$ cat config.mk
export PLATFORM = sky130hd
export DESIGN_NAME = ray_march_wall_column_core
export DESIGN_NICKNAME = d
export VERILOG_FILES = /design/src/rtl/rmwc_pkg.sv /design/src/rtl/rmwc_front.sv /design/src/rtl/rmwc_queue.sv /design/src/rtl/rmwc_div.sv /design/src/rtl/rmwc_back.sv /design/src/rtl/ray_march_wall_column_core.sv
export SDC_FILE = /design/constraint.sdc
export NUM_CORES = 2
export LEC_CHECK = 0
export BUFFER_PORTS_ARGS = -buffer_cell sky130_fd_sc_hd__buf_2
export CORE_MARGIN = 2
export CORE_UTILIZATION = 46
export DETAILED_ROUTE_END_ITERATION = 16
export GPL_TIMING_DRIVEN = 1
export HOLD_SLACK_MARGIN = 0.02
export MAX_ROUTING_LAYER = met4
export PLACE_DENSITY = 0.7
export SLEW_MARGIN = 40
export SYNTH_ARGS = -nofsm -noshare
export SYNTH_HDL_FRONTEND = slang
export SYNTH_SLANG_ARGS = --single-unit
$ cat constraint.sdc
create_clock -name clk -period 31.9 [get_ports clk]
set_clock_uncertainty 0.05 [all_clocks]
set_input_delay 0 -clock clk [delete_from_list [all_inputs] [get_ports clk]]
set_output_delay 0 -clock clk [all_outputs]
set_load 0.03 [all_outputs]
$ cat src/rtl/rmwc_pkg.sv
package rmwc_pkg;

  localparam int RAY_TOTAL_DEF  = 240;
  localparam int STEP_LIMIT_DEF = 1000;
  localparam int QUEUE_DEPTH    = 2;

  localparam int IDX_W   = 8;
  localparam int COORD_W = 20;
  localparam int ANG_W   = 16;
  localparam int CFG_W   = 12;
  localparam int TEXW_W  = 11;
  localparam int SIN_W   = 16;
  localparam int POS_W   = 30;
  localparam int SPAN_W  = 27;
  localparam int DIV_NUM_W = 38;
  localparam int CIDX_W  = 3;

  localparam logic [ANG_W-1:0] HALF_FOV   = 16'd5461;
  localparam logic [ANG_W-1:0] QUARTER    = 16'd16384;
  localparam logic [19:0]      HEIGHT_MAX = 20'hFFFFF;
  localparam logic [24:0]      HNUM_SCALE = 25'd26214400;
  localparam logic [11:0]      COLX_MAX   = 12'd4095;
  localparam logic [9:0]       MSTEP_MAX  = 10'd1023;

  typedef enum logic [CIDX_W-1:0] {
    CFG_WALL_LEFT   = 3'd0,
    CFG_WALL_TOP    = 3'd1,
    CFG_WALL_SPAN_X = 3'd2,
    CFG_WALL_SPAN_Y = 3'd3,
    CFG_SCREEN_W    = 3'd4,
    CFG_SCREEN_H    = 3'd5,
    CFG_TEX_WIDTH   = 3'd6
  } cfg_reg_t;

  typedef struct packed {
    logic [CFG_W-1:0]  wall_left;
    logic [CFG_W-1:0]  wall_top;
    logic [CFG_W-1:0]  wall_span_x;
    logic [CFG_W-1:0]  wall_span_y;
    logic [CFG_W-1:0]  screen_w;
    logic [CFG_W-1:0]  screen_h;
    logic [TEXW_W-1:0] tex_width;
  } cfg_t;

  typedef struct packed {
    logic [IDX_W-1:0]   ray_index;
    logic [COORD_W-1:0] player_x;
    logic [COORD_W-1:0] player_y;
    logic [ANG_W-1:0]   player_heading;
    logic [19:0]        colx_num;
  } req_t;

  typedef struct packed {
    logic full;
    logic empty;
  } q_stat_t;

  typedef struct packed {
    logic               wall_hit;
    logic [9:0]         march_steps;
    logic [11:0]        column_x;
    logic signed [19:0] column_top;
    logic [19:0]        column_height;
    logic               side_vertical;
    logic [10:0]        texture_column;
  } res_t;

endpackage

$ cat src/rtl/rmwc_front.sv
module rmwc_front import rmwc_pkg::*; (
  input  logic               clk,
  input  logic               rst,
  input  cfg_t               cfg,
  input  logic               in_valid,
  output logic               in_stall,
  input  logic [IDX_W-1:0]   ray_index,
  input  logic [COORD_W-1:0] player_x,
  input  logic [COORD_W-1:0] player_y,
  input  logic [ANG_W-1:0]   player_heading,
  input  q_stat_t            q_stat,
  output logic               push,
  output req_t               push_data
);

  logic held;
  req_t item;
  logic take;

  assign in_stall  = held & q_stat.full;
  assign take      = in_valid & ~in_stall;
  assign push      = held & ~q_stat.full;
  assign push_data = item;

  always_ff @(posedge clk) begin
    if (rst) begin
      held <= 1'b0;
    end else begin
      held <= take | (held & q_stat.full);
    end
  end

  always_ff @(posedge clk) begin
    if (take) begin
      item.ray_index      <= ray_index;
      item.player_x       <= player_x;
      item.player_y       <= player_y;
      item.player_heading <= player_heading;
      item.colx_num       <= 20'(ray_index) * 20'(cfg.screen_w);
    end
  end

endmodule

$ cat src/rtl/rmwc_queue.sv
module rmwc_queue import rmwc_pkg::*; #(
  parameter int DEPTH = QUEUE_DEPTH
) (
  input  logic    clk,
  input  logic    rst,
  input  logic    push,
  input  req_t    push_data,
  input  logic    pop,
  output req_t    pop_data,
  output q_stat_t q_stat
);

  localparam int PTR_W = (DEPTH > 1) ? $clog2(DEPTH) : 1;
  localparam int CNT_W = $clog2(DEPTH + 1);

  req_t             mem [DEPTH];
  logic [PTR_W-1:0] wr_ptr;
  logic [PTR_W-1:0] rd_ptr;
  logic [CNT_W-1:0] count;

  assign q_stat.full  = (count == CNT_W'(DEPTH));
  assign q_stat.empty = (count == '0);
  assign pop_data     = mem[rd_ptr];

  always_ff @(posedge clk) begin
    if (rst) begin
      wr_ptr <= '0;
      rd_ptr <= '0;
      count  <= '0;
    end else begin
      if (push) begin
        wr_ptr <= (wr_ptr == PTR_W'(DEPTH - 1)) ? '0 : wr_ptr + 1'b1;
      end
      if (pop) begin
        rd_ptr <= (rd_ptr == PTR_W'(DEPTH - 1)) ? '0 : rd_ptr + 1'b1;
      end
      if (push && !pop) begin
        count <= count + 1'b1;
      end else if (pop && !push) begin
        count <= count - 1'b1;
      end
    end
  end

  always_ff @(posedge clk) begin
    if (push) begin
      mem[wr_ptr] <= push_data;
    end
  end

endmodule

$ cat src/rtl/rmwc_div.sv
module rmwc_div #(
  parameter int NUM_W = 38,
  parameter int DEN_W = 28
) (
  input  logic             clk,
  input  logic             rst,
  input  logic             start,
  input  logic [NUM_W-1:0] num,
  input  logic [DEN_W-1:0] den,
  output logic             busy,
  output logic             done,
  output logic [NUM_W-1:0] quot
);

  localparam int CNT_W = $clog2(NUM_W + 1);

  logic [DEN_W-1:0] rem;
  logic [DEN_W-1:0] den_r;
  logic [CNT_W-1:0] cnt;
  logic [DEN_W:0]   shifted;
  logic [DEN_W:0]   diff;
  logic             ge;

  assign shifted = {rem, quot[NUM_W-1]};
  assign ge      = shifted >= {1'b0, den_r};
  assign diff    = shifted - {1'b0, den_r};

  always_ff @(posedge clk) begin
    if (rst) begin
      busy <= 1'b0;
      done <= 1'b0;
      cnt  <= '0;
    end else begin
      done <= 1'b0;
      if (start) begin
        busy <= 1'b1;
        cnt  <= CNT_W'(NUM_W);
      end else if (busy) begin
        cnt <= cnt - 1'b1;
        if (cnt == CNT_W'(1)) begin
          busy <= 1'b0;
          done <= 1'b1;
        end
      end
    end
  end

  always_ff @(posedge clk) begin
    if (start) begin
      rem   <= '0;
      quot  <= num;
      den_r <= den;
    end else if (busy) begin
      rem  <= ge ? diff[DEN_W-1:0] : shifted[DEN_W-1:0];
      quot <= {quot[NUM_W-2:0], ge};
    end
  end

endmodule

$ cat src/rtl/rmwc_back.sv
module rmwc_back import rmwc_pkg::*; #(
  parameter int RAY_TOTAL  = RAY_TOTAL_DEF,
  parameter int STEP_LIMIT = STEP_LIMIT_DEF
) (
  input  logic    clk,
  input  logic    rst,
  input  cfg_t    cfg,
  input  q_stat_t q_stat,
  input  req_t    pop_data,
  output logic    pop,
  output logic    out_valid,
  input  logic    out_stall,
  output res_t    res
);

  localparam int STEP_W    = $clog2(STEP_LIMIT + 1);
  localparam int HDEN_W    = STEP_W + 15;
  localparam int DIV_DEN_W = (HDEN_W > SPAN_W) ? HDEN_W : SPAN_W;
  localparam int SPREAD_SH = 37;
  localparam int COLX_SH   = 31;
  localparam longint unsigned SPREAD_MUL =
    (longint'(1) << SPREAD_SH) / longint'(6 * RAY_TOTAL) + 1;
  localparam longint unsigned COLX_MUL =
    (longint'(1) << COLX_SH) / longint'(RAY_TOTAL) + 1;

  typedef enum logic [11:0] {
    S_IDLE   = 12'b000000000001,
    S_SPREAD = 12'b000000000010,
    S_SINE   = 12'b000000000100,
    S_MARCH  = 12'b000000001000,
    S_COLX   = 12'b000000010000,
    S_HSTART = 12'b000000100000,
    S_HDIV   = 12'b000001000000,
    S_EDGE1  = 12'b000010000000,
    S_EDGE2  = 12'b000100000000,
    S_TSTART = 12'b001000000000,
    S_TEX    = 12'b010000000000,
    S_OUT    = 12'b100000000000
  } state_t;

  state_t state;
  req_t   req;

  logic [ANG_W-1:0] off;
  logic [ANG_W-1:0] ang;
  logic [ANG_W-1:0] sarg;
  logic [1:0]       sk;
  logic [2:0]       sph;
  logic [14:0]      sx;
  logic [14:0]      sx2;
  logic [16:0]      stt;
  logic             sneg;
  logic [16:0]      ma;
  logic [14:0]      mb;
  logic [31:0]      prod;
  logic [16:0]      sraw;
  logic [14:0]      smag;
  logic signed [SIN_W-1:0] sval;

  logic signed [SIN_W-1:0] dx;
  logic signed [SIN_W-1:0] dy;
  logic signed [SIN_W-1:0] cosoff;

  logic signed [POS_W-1:0] px, py, lft, rgt, tp, bt;
  logic signed [POS_W-1:0] nx, ny;
  logic signed [POS_W-1:0] dl, dr, dt, db, nv;
  logic [POS_W-1:0]        adl, adr, adt, adb, minx, miny;
  logic [STEP_W-1:0]       steps;
  logic [STEP_W-1:0]       steps_next;
  logic                    in_rect;
  logic                    march_end;
  logic                    hit;
  logic                    vert;
  logic [11:0]             colx;
  logic [19:0]             hgt;
  logic [SPAN_W-1:0]       tnum;
  logic [SPAN_W-1:0]       tden;
  logic [SPAN_W-1:0]       den27;
  logic [10:0]             tex;
  logic [43:0]             spread_prod;
  logic [51:0]             colx_prod;
  logic [20:0]             colx_quot;

  logic                 div_start;
  logic [DIV_NUM_W-1:0] div_num;
  logic [DIV_DEN_W-1:0] div_den;
  logic                 div_busy;
  logic                 div_done;
  logic [DIV_NUM_W-1:0] div_quot;
  logic                 load_out;

  rmwc_div #(
    .NUM_W(DIV_NUM_W),
    .DEN_W(DIV_DEN_W)
  ) u_div (
    .clk  (clk),
    .rst  (rst),
    .start(div_start),
    .num  (div_num),
    .den  (div_den),
    .busy (div_busy),
    .done (div_done),
    .quot (div_quot)
  );

  assign ang = req.player_heading + off;

  assign spread_prod = 44'(req.ray_index) * 44'(SPREAD_MUL);
  assign colx_prod   = 52'(req.colx_num) * 52'(COLX_MUL);
  assign colx_quot   = colx_prod[51:COLX_SH];

  always_comb begin
    unique case (sk)
      2'd0:    sarg = ang;
      2'd1:    sarg = ang + QUARTER;
      default: sarg = off + QUARTER;
    endcase
  end

  always_comb begin
    unique case (sph)
      3'd1:    begin ma = {2'b00, sx}; mb = sx;  end
      3'd2:    begin ma = 17'd4640;    mb = sx2; end
      3'd3:    begin ma = stt;         mb = sx2; end
      3'd4:    begin ma = stt;         mb = sx;  end
      default: begin ma = '0;          mb = '0;  end
    endcase
  end

  assign prod = 32'(ma) * 32'(mb);
  assign sraw = prod[31:15];
  assign smag = (sraw > 17'd32767) ? 15'd32767 : sraw[14:0];
  assign sval = sneg ? -$signed({1'b0, smag}) : $signed({1'b0, smag});

  assign nx         = px + POS_W'(dx);
  assign ny         = py + POS_W'(dy);
  assign steps_next = steps + 1'b1;
  assign in_rect    = (nx >= lft) && (nx < rgt) && (ny >= tp) && (ny < bt);
  assign march_end  = in_rect || (steps_next == STEP_W'(STEP_LIMIT));

  assign dl = px - lft;
  assign dr = px - rgt;
  assign dt = py - tp;
  assign db = py - bt;
  assign minx  = (adr < adl) ? adr : adl;
  assign miny  = (adb < adt) ? adb : adt;
  assign nv    = (minx < miny) ? dt : dl;
  assign den27 = (minx < miny) ? {cfg.wall_span_y, 15'd0} : {cfg.wall_span_x, 15'd0};

  assign pop      = (state == S_IDLE) && !q_stat.empty;
  assign load_out = (state == S_OUT) && (!out_valid || !out_stall);

  always_comb begin
    div_start = 1'b0;
    div_num   = '0;
    div_den   = '0;
    unique case (state)
      S_HSTART: begin
        div_start = (cosoff > 0);
        div_num   = DIV_NUM_W'(37'(cfg.screen_h) * 37'(HNUM_SCALE));
        div_den   = DIV_DEN_W'(HDEN_W'(steps) * HDEN_W'(cosoff[14:0]));
      end
      S_TSTART: begin
        div_start = (tden != '0);
        div_num   = DIV_NUM_W'(tnum) * DIV_NUM_W'(cfg.tex_width);
        div_den   = DIV_DEN_W'(tden);
      end
      default: begin
        div_start = 1'b0;
      end
    endcase
  end

  always_ff @(posedge clk) begin
    if (rst) begin
      state     <= S_IDLE;
      out_valid <= 1'b0;
      sk        <= '0;
      sph       <= '0;
    end else begin
      out_valid <= load_out | (out_valid & out_stall);
      unique case (state)
        S_IDLE: begin
          if (!q_stat.empty) state <= S_SPREAD;
        end
        S_SPREAD: begin
          state <= S_SINE;
          sk    <= '0;
          sph   <= '0;
        end
        S_SINE: begin
          if (sph == 3'd4) begin
            sph <= '0;
            if (sk == 2'd2) state <= S_MARCH;
            else sk <= sk + 1'b1;
          end else begin
            sph <= sph + 1'b1;
          end
        end
        S_MARCH: begin
          if (march_end) state <= S_COLX;
        end
        S_COLX: begin
          state <= hit ? S_HSTART : S_OUT;
        end
        S_HSTART: begin
          state <= div_start ? S_HDIV : S_EDGE1;
        end
        S_HDIV: begin
          if (div_done) state <= S_EDGE1;
        end
        S_EDGE1: state <= S_EDGE2;
        S_EDGE2: state <= S_TSTART;
        S_TSTART: begin
          state <= div_start ? S_TEX : S_OUT;
        end
        S_TEX: begin
          if (div_done) state <= S_OUT;
        end
        S_OUT: begin
          if (load_out) state <= S_IDLE;
        end
        default: state <= S_IDLE;
      endcase
    end
  end

  always_ff @(posedge clk) begin
    if (pop) req <= pop_data;
    if (state == S_SPREAD) off <= spread_prod[SPREAD_SH-1:SPREAD_SH-16] - HALF_FOV;
    if (state == S_SINE) begin
      unique case (sph)
        3'd0: begin
          sx   <= sarg[14] ? 15'(QUARTER - {2'b00, sarg[13:0]}) : {1'b0, sarg[13:0]};
          sneg <= sarg[15];
        end
        3'd1: sx2 <= prod[28:14];
        3'd2: stt <= 17'd42047 - 17'(prod[31:14]);
        3'd3: stt <= 17'd102944 - 17'(prod[31:14]);
        default: begin
          unique case (sk)
            2'd0:    dy     <= sval;
            2'd1:    dx     <= sval;
            default: cosoff <= sval;
          endcase
        end
      endcase
      if (sph == 3'd4 && sk == 2'd2) begin
        px    <= $signed({3'b000, req.player_x, 7'd0});
        py    <= $signed({3'b000, req.player_y, 7'd0});
        lft   <= $signed({3'b000, cfg.wall_left, 15'd0});
        tp    <= $signed({3'b000, cfg.wall_top, 15'd0});
        rgt   <= $signed({2'b00, 13'({1'b0, cfg.wall_left} + {1'b0, cfg.wall_span_x}), 15'd0});
        bt    <= $signed({2'b00, 13'({1'b0, cfg.wall_top} + {1'b0, cfg.wall_span_y}), 15'd0});
        steps <= '0;
        hit   <= 1'b0;
      end
    end
    if (state == S_MARCH) begin
      px    <= nx;
      py    <= ny;
      steps <= steps_next;
      if (in_rect) hit <= 1'b1;
    end
    if (state == S_COLX) begin
      colx <= (colx_quot > 21'(COLX_MAX)) ? COLX_MAX : colx_quot[11:0];
    end
    if (state == S_HSTART && !div_start) hgt <= HEIGHT_MAX;
    if (state == S_HDIV && div_done) begin
      hgt <= (div_quot > DIV_NUM_W'(HEIGHT_MAX)) ? HEIGHT_MAX : div_quot[19:0];
    end
    if (state == S_EDGE1) begin
      adl <= dl[POS_W-1] ? POS_W'(-dl) : POS_W'(dl);
      adr <= dr[POS_W-1] ? POS_W'(-dr) : POS_W'(dr);
      adt <= dt[POS_W-1] ? POS_W'(-dt) : POS_W'(dt);
      adb <= db[POS_W-1] ? POS_W'(-db) : POS_W'(db);
    end
    if (state == S_EDGE2) begin
      vert <= (minx < miny);
      tden <= den27;
      if (nv < 0) tnum <= '0;
      else if ($unsigned(nv) > POS_W'(den27)) tnum <= den27;
      else tnum <= nv[SPAN_W-1:0];
    end
    if (state == S_TSTART && !div_start) tex <= '0;
    if (state == S_TEX && div_done) tex <= div_quot[10:0];
    if (load_out) begin
      res.wall_hit    <= hit;
      res.march_steps <= (32'(steps) > 32'(MSTEP_MAX)) ? MSTEP_MAX : 10'(steps);
      res.column_x    <= colx;
      if (hit) begin
        res.column_top     <= $signed(20'({9'd0, cfg.screen_h} * 21'd8
                                          - ((21'(hgt) + 21'd1) >> 1)));
        res.column_height  <= hgt;
        res.side_vertical  <= vert;
        res.texture_column <= tex;
      end else begin
        res.column_top     <= '0;
        res.column_height  <= '0;
        res.side_vertical  <= 1'b0;
        res.texture_column <= '0;
      end
    end
  end

`ifndef NO_ASSERTIONS
  a_div_idle_start: assert property (@(posedge clk) disable iff (rst)
    div_start |-> !div_busy)
    else $error("divider started while busy");

  a_step_bound: assert property (@(posedge clk) disable iff (rst)
    (state == S_MARCH) |-> (32'(steps) < 32'(STEP_LIMIT)))
    else $error("march ran past step limit");

  a_done_expected: assert property (@(posedge clk) disable iff (rst)
    div_done |-> (state == S_HDIV || state == S_TEX))
    else $error("divider result in a state that does not wait for it");
`endif

endmodule

$ cat src/rtl/ray_march_wall_column_core.sv
// One ray request in, one wall column result out. The back end marches the ray one pixel per
// clock and shares a single one-bit-per-clock divider for the wall height and texture
// column; the ray spread and column x come from reciprocal products, and three sine
// evaluations run one after another. A front register and a two-entry queue take new
// requests while the back end works and while a finished result waits in the output register.
module ray_march_wall_column_core import rmwc_pkg::*; #(
  parameter int RAY_TOTAL  = RAY_TOTAL_DEF,
  parameter int STEP_LIMIT = STEP_LIMIT_DEF
) (
  input  logic               clk,
  input  logic               rst,
  input  logic               cfg_write,
  input  logic [CIDX_W-1:0]  cfg_index,
  input  logic [CFG_W-1:0]   cfg_data,
  input  logic               in_valid,
  output logic               in_stall,
  input  logic [IDX_W-1:0]   ray_index,
  input  logic [COORD_W-1:0] player_x,
  input  logic [COORD_W-1:0] player_y,
  input  logic [ANG_W-1:0]   player_heading,
  output logic               out_valid,
  input  logic               out_stall,
  output logic               wall_hit,
  output logic [9:0]         march_steps,
  output logic [11:0]        column_x,
  output logic signed [19:0] column_top,
  output logic [19:0]        column_height,
  output logic               side_vertical,
  output logic [10:0]        texture_column
);

  cfg_t    cfg;
  q_stat_t q_stat;
  logic    push;
  req_t    push_data;
  logic    pop;
  req_t    pop_data;
  res_t    res;

  always_ff @(posedge clk) begin
    if (rst) begin
      cfg.wall_left   <= 12'd500;
      cfg.wall_top    <= 12'd150;
      cfg.wall_span_x <= 12'd64;
      cfg.wall_span_y <= 12'd64;
      cfg.screen_w    <= 12'd800;
      cfg.screen_h    <= 12'd600;
      cfg.tex_width   <= 11'd64;
    end else if (cfg_write) begin
      unique case (cfg_index)
        CFG_WALL_LEFT:   cfg.wall_left   <= cfg_data;
        CFG_WALL_TOP:    cfg.wall_top    <= cfg_data;
        CFG_WALL_SPAN_X: cfg.wall_span_x <= cfg_data;
        CFG_WALL_SPAN_Y: cfg.wall_span_y <= cfg_data;
        CFG_SCREEN_W:    cfg.screen_w    <= cfg_data;
        CFG_SCREEN_H:    cfg.screen_h    <= cfg_data;
        CFG_TEX_WIDTH:   cfg.tex_width   <= cfg_data[TEXW_W-1:0];
        default: ;
      endcase
    end
  end

  rmwc_front u_front (
    .clk           (clk),
    .rst           (rst),
    .cfg           (cfg),
    .in_valid      (in_valid),
    .in_stall      (in_stall),
    .ray_index     (ray_index),
    .player_x      (player_x),
    .player_y      (player_y),
    .player_heading(player_heading),
    .q_stat        (q_stat),
    .push          (push),
    .push_data     (push_data)
  );

  rmwc_queue #(
    .DEPTH(QUEUE_DEPTH)
  ) u_queue (
    .clk      (clk),
    .rst      (rst),
    .push     (push),
    .push_data(push_data),
    .pop      (pop),
    .pop_data (pop_data),
    .q_stat   (q_stat)
  );

  rmwc_back #(
    .RAY_TOTAL (RAY_TOTAL),
    .STEP_LIMIT(STEP_LIMIT)
  ) u_back (
    .clk      (clk),
    .rst      (rst),
    .cfg      (cfg),
    .q_stat   (q_stat),
    .pop_data (pop_data),
    .pop      (pop),
    .out_valid(out_valid),
    .out_stall(out_stall),
    .res      (res)
  );

  assign wall_hit       = res.wall_hit;
  assign march_steps    = res.march_steps;
  assign column_x       = res.column_x;
  assign column_top     = res.column_top;
  assign column_height  = res.column_height;
  assign side_vertical  = res.side_vertical;
  assign texture_column = res.texture_column;

endmodule

==> summary.md <==
| Metric | Value |
|---|---|
| Fraction of final layout cells sized beyond drive strength 1 | `7.85%` |
| Critical path depth in cells | `34` |
| Avg Synthesized Cell Area | `10.2 um2` |
| Buf+Inv Stages, Crit Path | `3` |
| Vias | `62,000` |
| Final-report hold violation count | `0` |
| P&R area growth vs syn | `10.6%` |
| IO Count | `161` |
| Area contributors post-synth | `edfxtp_1 32%, fa_1 16%, ha_1 13%` |
| Pwr dens | `around 74 nW/um2` |
| Leak | `41.4 nW` |
| Setup ws final | `20.61 ns` |
| CTS tree | `built` |
| Routed WL per cell | `19.9 um` |
| Cts repair resizes | `0` |
| Ys flop type | `edfxtp_1` |
| Status | `complete, no violations` |
| Max_slew headroom | `40.2%` |
| Slowest stage delay, CP | `0.76 ns` |
| Remaining DRCs | `0` |
| Asr flop ratio synth | `0%` |
| Top-count cell post-synth | `inv_1` |
| Via density | `5.55` |
| Die width | `436 um` |
| Post-Synthesis Cells | `between 8,000 and 9,000` |
| Largest net degree at the start of global routing | `between 70 and 80` |
| Pre-CTS WS | `a little over 20 ns` |
| PortBufs | `160` |
| CP Capture Type | `flop` |
| Fmax achieved | `88.6 MHz` |
| Core area | `185,000 um2` |
| Grt ovf | `0` |
| Post-synthesis sequential area ratio | `35.1%` |
| Global Route met1 Usage | `about 33%` |
| Total GRT Usage | `24.1%` |
| Clock period minus worst slack | `between 10 and 15 ns` |
| Worst endpoint required time | `roughly 32 ns` |
| Die extent in y | `436 um` |
| Max Cap Viol | `0` |
| Synth Register Bits | `1,050` |
| Vias in the first global route | `between 60,000 and 70,000` |
| Worst Max-Slew Pin Slew | `between 0.8 and 0.9 ns` |
| Synth area leader | `edfxtp_1` |
| Pwr Total | `~7 mW` |
| Worst hold stages | `4` |
| Reg2reg path depth | `34` |
| Reg clk slew, reported paths | `0.06 ns` |
| Clk_lat worst skew | `between 0.7 and 0.8 ns` |
| Slowest cell on the critical path | `a22o_1` |
| Crit start category | `flop` |
| Nets | `roughly 10,000` |
| Peak supply drop | `0.000224 V` |
| CTS Sinks | `1,050` |
| Gr busiest metal | `met2` |
| H-Tree Depth | `3` |
| Worst Path Max Fanout | `28` |
| Placer Congestion | `0.962` |
| Die area | `approximately 190,000 um2` |
| Hold crit path type | `primary input to flop` |
| Final period util | `35.4%` |
| CP delay by family, top | `adder cells` |
| Pre-antenna DRT Iters | `6` |
| Dpl hpwl | `175,000 um` |
| RR Startpoint | `u_back.sph[1]` |
| CTS max path bufs | `3` |
| Synth unique cells | `112` |
| Crit Path Class | `flop to flop` |
| Initial drt markers | `4,987` |
| Global-route wire length before repair | `352,000 um` |
| Top cells by count, synth | `1,022 x inv_1, 952 x nand2_1, 908 x edfxtp_1, 866 x ha_1, 665 x fa_1` |
| Initial antenna violation count | `1` |
| Crit-path most repeated cell | `fa_1` |
| Syn nets | `9,992` |
| Root buffer cell | `clkbuf_16` |
| Ant. Diodes | `0` |
| CTS buffer count | `between 100 and 150` |
| Synthesized cell area | `85,900 um2` |
| Slew Viols, Final | `0` |
| Initial Util | `46.3%` |
| Finish-stage setup viols | `0` |
| Setup crit start | `u_back.sph[1]` |
| Setup TNS | `0 ns` |
| Routed WL | `223,000 um` |
| Filler cell count | `16,600` |
| GRT met2 Usage | `38.2%` |
| RSZ-0062 raised after global routing | `no` |
| HP Start | `cfg_data[11]` |
| Grt met3 use | `2.38%` |
| Post-synth EDFFs | `just over 900` |
| Post-route ant nets | `0` |
| Yosys Warn Count | `0` |
| Cell Rows | `158` |
| CP arrival | `11.71 ns` |
| Synth top area share | `31.8%` |
-- worst register-to-register path, delay by kind of cell, from the launching register on --
kind | cells | cell delay [ns]
XOR/XNOR | 1 | 0.31
buffers and inverters | 3 | 0.56
flip-flops | 1 | 0.37
adder cells (fa/ha/maj) | 10 | 4.24
AND/OR/NAND/NOR | 11 | 2.29
AO/OA/AOI/OAI | 9 | 3.19
-- flip-flops by register name, indices dropped and copies added (netlist names), 16 cells and up --
register            cells
u_queue.mem           168
u_back.req             84
u_front.push_data      84
cfg                    83
u_back.res             75
u_back.u_div.quot      38
u_back.adb             30
u_back.adr             30
u_back.px              30
u_back.py              30
u_back.adl             29
u_back.adt             29
u_back.tnum            27
u_back.u_div.den_r     27
u_back.u_div.rem       27
u_back.hgt             20
u_back.stt             17
u_back.cosoff          16
u_back.dx              16
u_back.dy              16
-- layout make-up --
type / count / area [um2] / area share [%]
clock buffer: 124 / 2800 / 2.95
clock inverter: 79 / 1060 / 1.11
inverter: 1027 / 3860 / 4.06
multi-input combinational: 6015 / 51100 / 53.8
sequential: 1050 / 30100 / 31.7
tap: 2480 / 3100 / 3.27
timing repair buffer: 390 / 2940 / 3.10
-- power by group --
part	total (mW)	leakage, nW	switching (mW)	internal, mW
clock network	1.38	1.87	0.580	0.800
registers	1.84	9.49	0.0793	1.76
logic	3.80	30.0	2.19	1.61
-- metrics by stage --
step | cell area [um2] | hold slack (ns) | cells | utilization (%)
global placement | 89400 | 0.127 | 10800 | 48.2
finish | 95000 | 0.151 | 11200 | 51.2
global route | 95000 | 0.141 | 11200 | 51.2
CTS | 94900 | 0.0938 | 11200 | 51.2
floorplan | 85900 | 0.0489 | 8377 | -
detailed placement | 89600 | 0.128 | 10800 | 48.3
-- cells in the final DEF (no fill, tap or decap), types with 21 or more instances in the layout --
master,synthesis,routed
nor3_1,126,123
a22oi_1,34,34
nor4_1,35,34
o211ai_1,23,23
a211oi_1,53,53
buf_4,3,67
nand2_1,952,952
clkbuf_16,0,108
nor2_1,562,555
edfxtp_1,908,908
a22o_1,28,28
nand4_1,53,53
nand3b_1,30,30
a31oi_1,34,34
dfxtp_1,142,135
and2_1,271,271
a21o_1,159,158
nand3_1,124,124
xnor2_1,278,276
o21bai_1,47,46
or3_1,24,24
nand2b_1,83,83
clkinv_2,0,21
o21a_1,54,54
dlygate4sd3_1,0,147
nor3b_1,32,25
xor2_1,155,154
mux2_2,137,137
ha_1,866,866
a21oi_1,401,397
o21ai_0,276,274
nor2b_1,72,71
and3_1,59,57
buf_2,17,165
fa_1,665,665
mux2i_1,75,73
a21boi_0,21,21
inv_1,1022,1021
-- what timing repair did --
action	in CTS	in global routing
setup endpoints to repair	0	0
hold endpoints to repair	246	0
hold buffers	147	0
setup buffers	0	0
-- metal layers --
metal	up-vias	wire length, um
met5	-	0
met4	0	6790
met3	335	11600
met2	1670	105000
met1	30900	99600
li1	29000	-
-- kinds of logic (layout without fill, tap and decap cells) --
group,Yosys count,in the layout,share of synthesized area [%]
AOI/OAI and AO/OA,1339,1339,10.1
xor gates and xnor gates,438,438,4.54
adders and majority gates,1531,1531,28.1
buffers and inverters,1312,1620,5.78
DFF,1050,1050,35.1
muxes,213,213,2.68
and+or+nand+nor,2494,2494,13.7
-- worst paths after layout --
path | slack (ns) | endpoint
worst min-delay path | 0.15 | cfg[46]
worst min register to register | 0.37 | u_back.res[60]
worst max-delay path | 20.61 | u_back.cosoff[14]
worst max register to register | 20.61 | u_back.cosoff[14]
No activity file was read; power rests on OpenSTA's default activity.
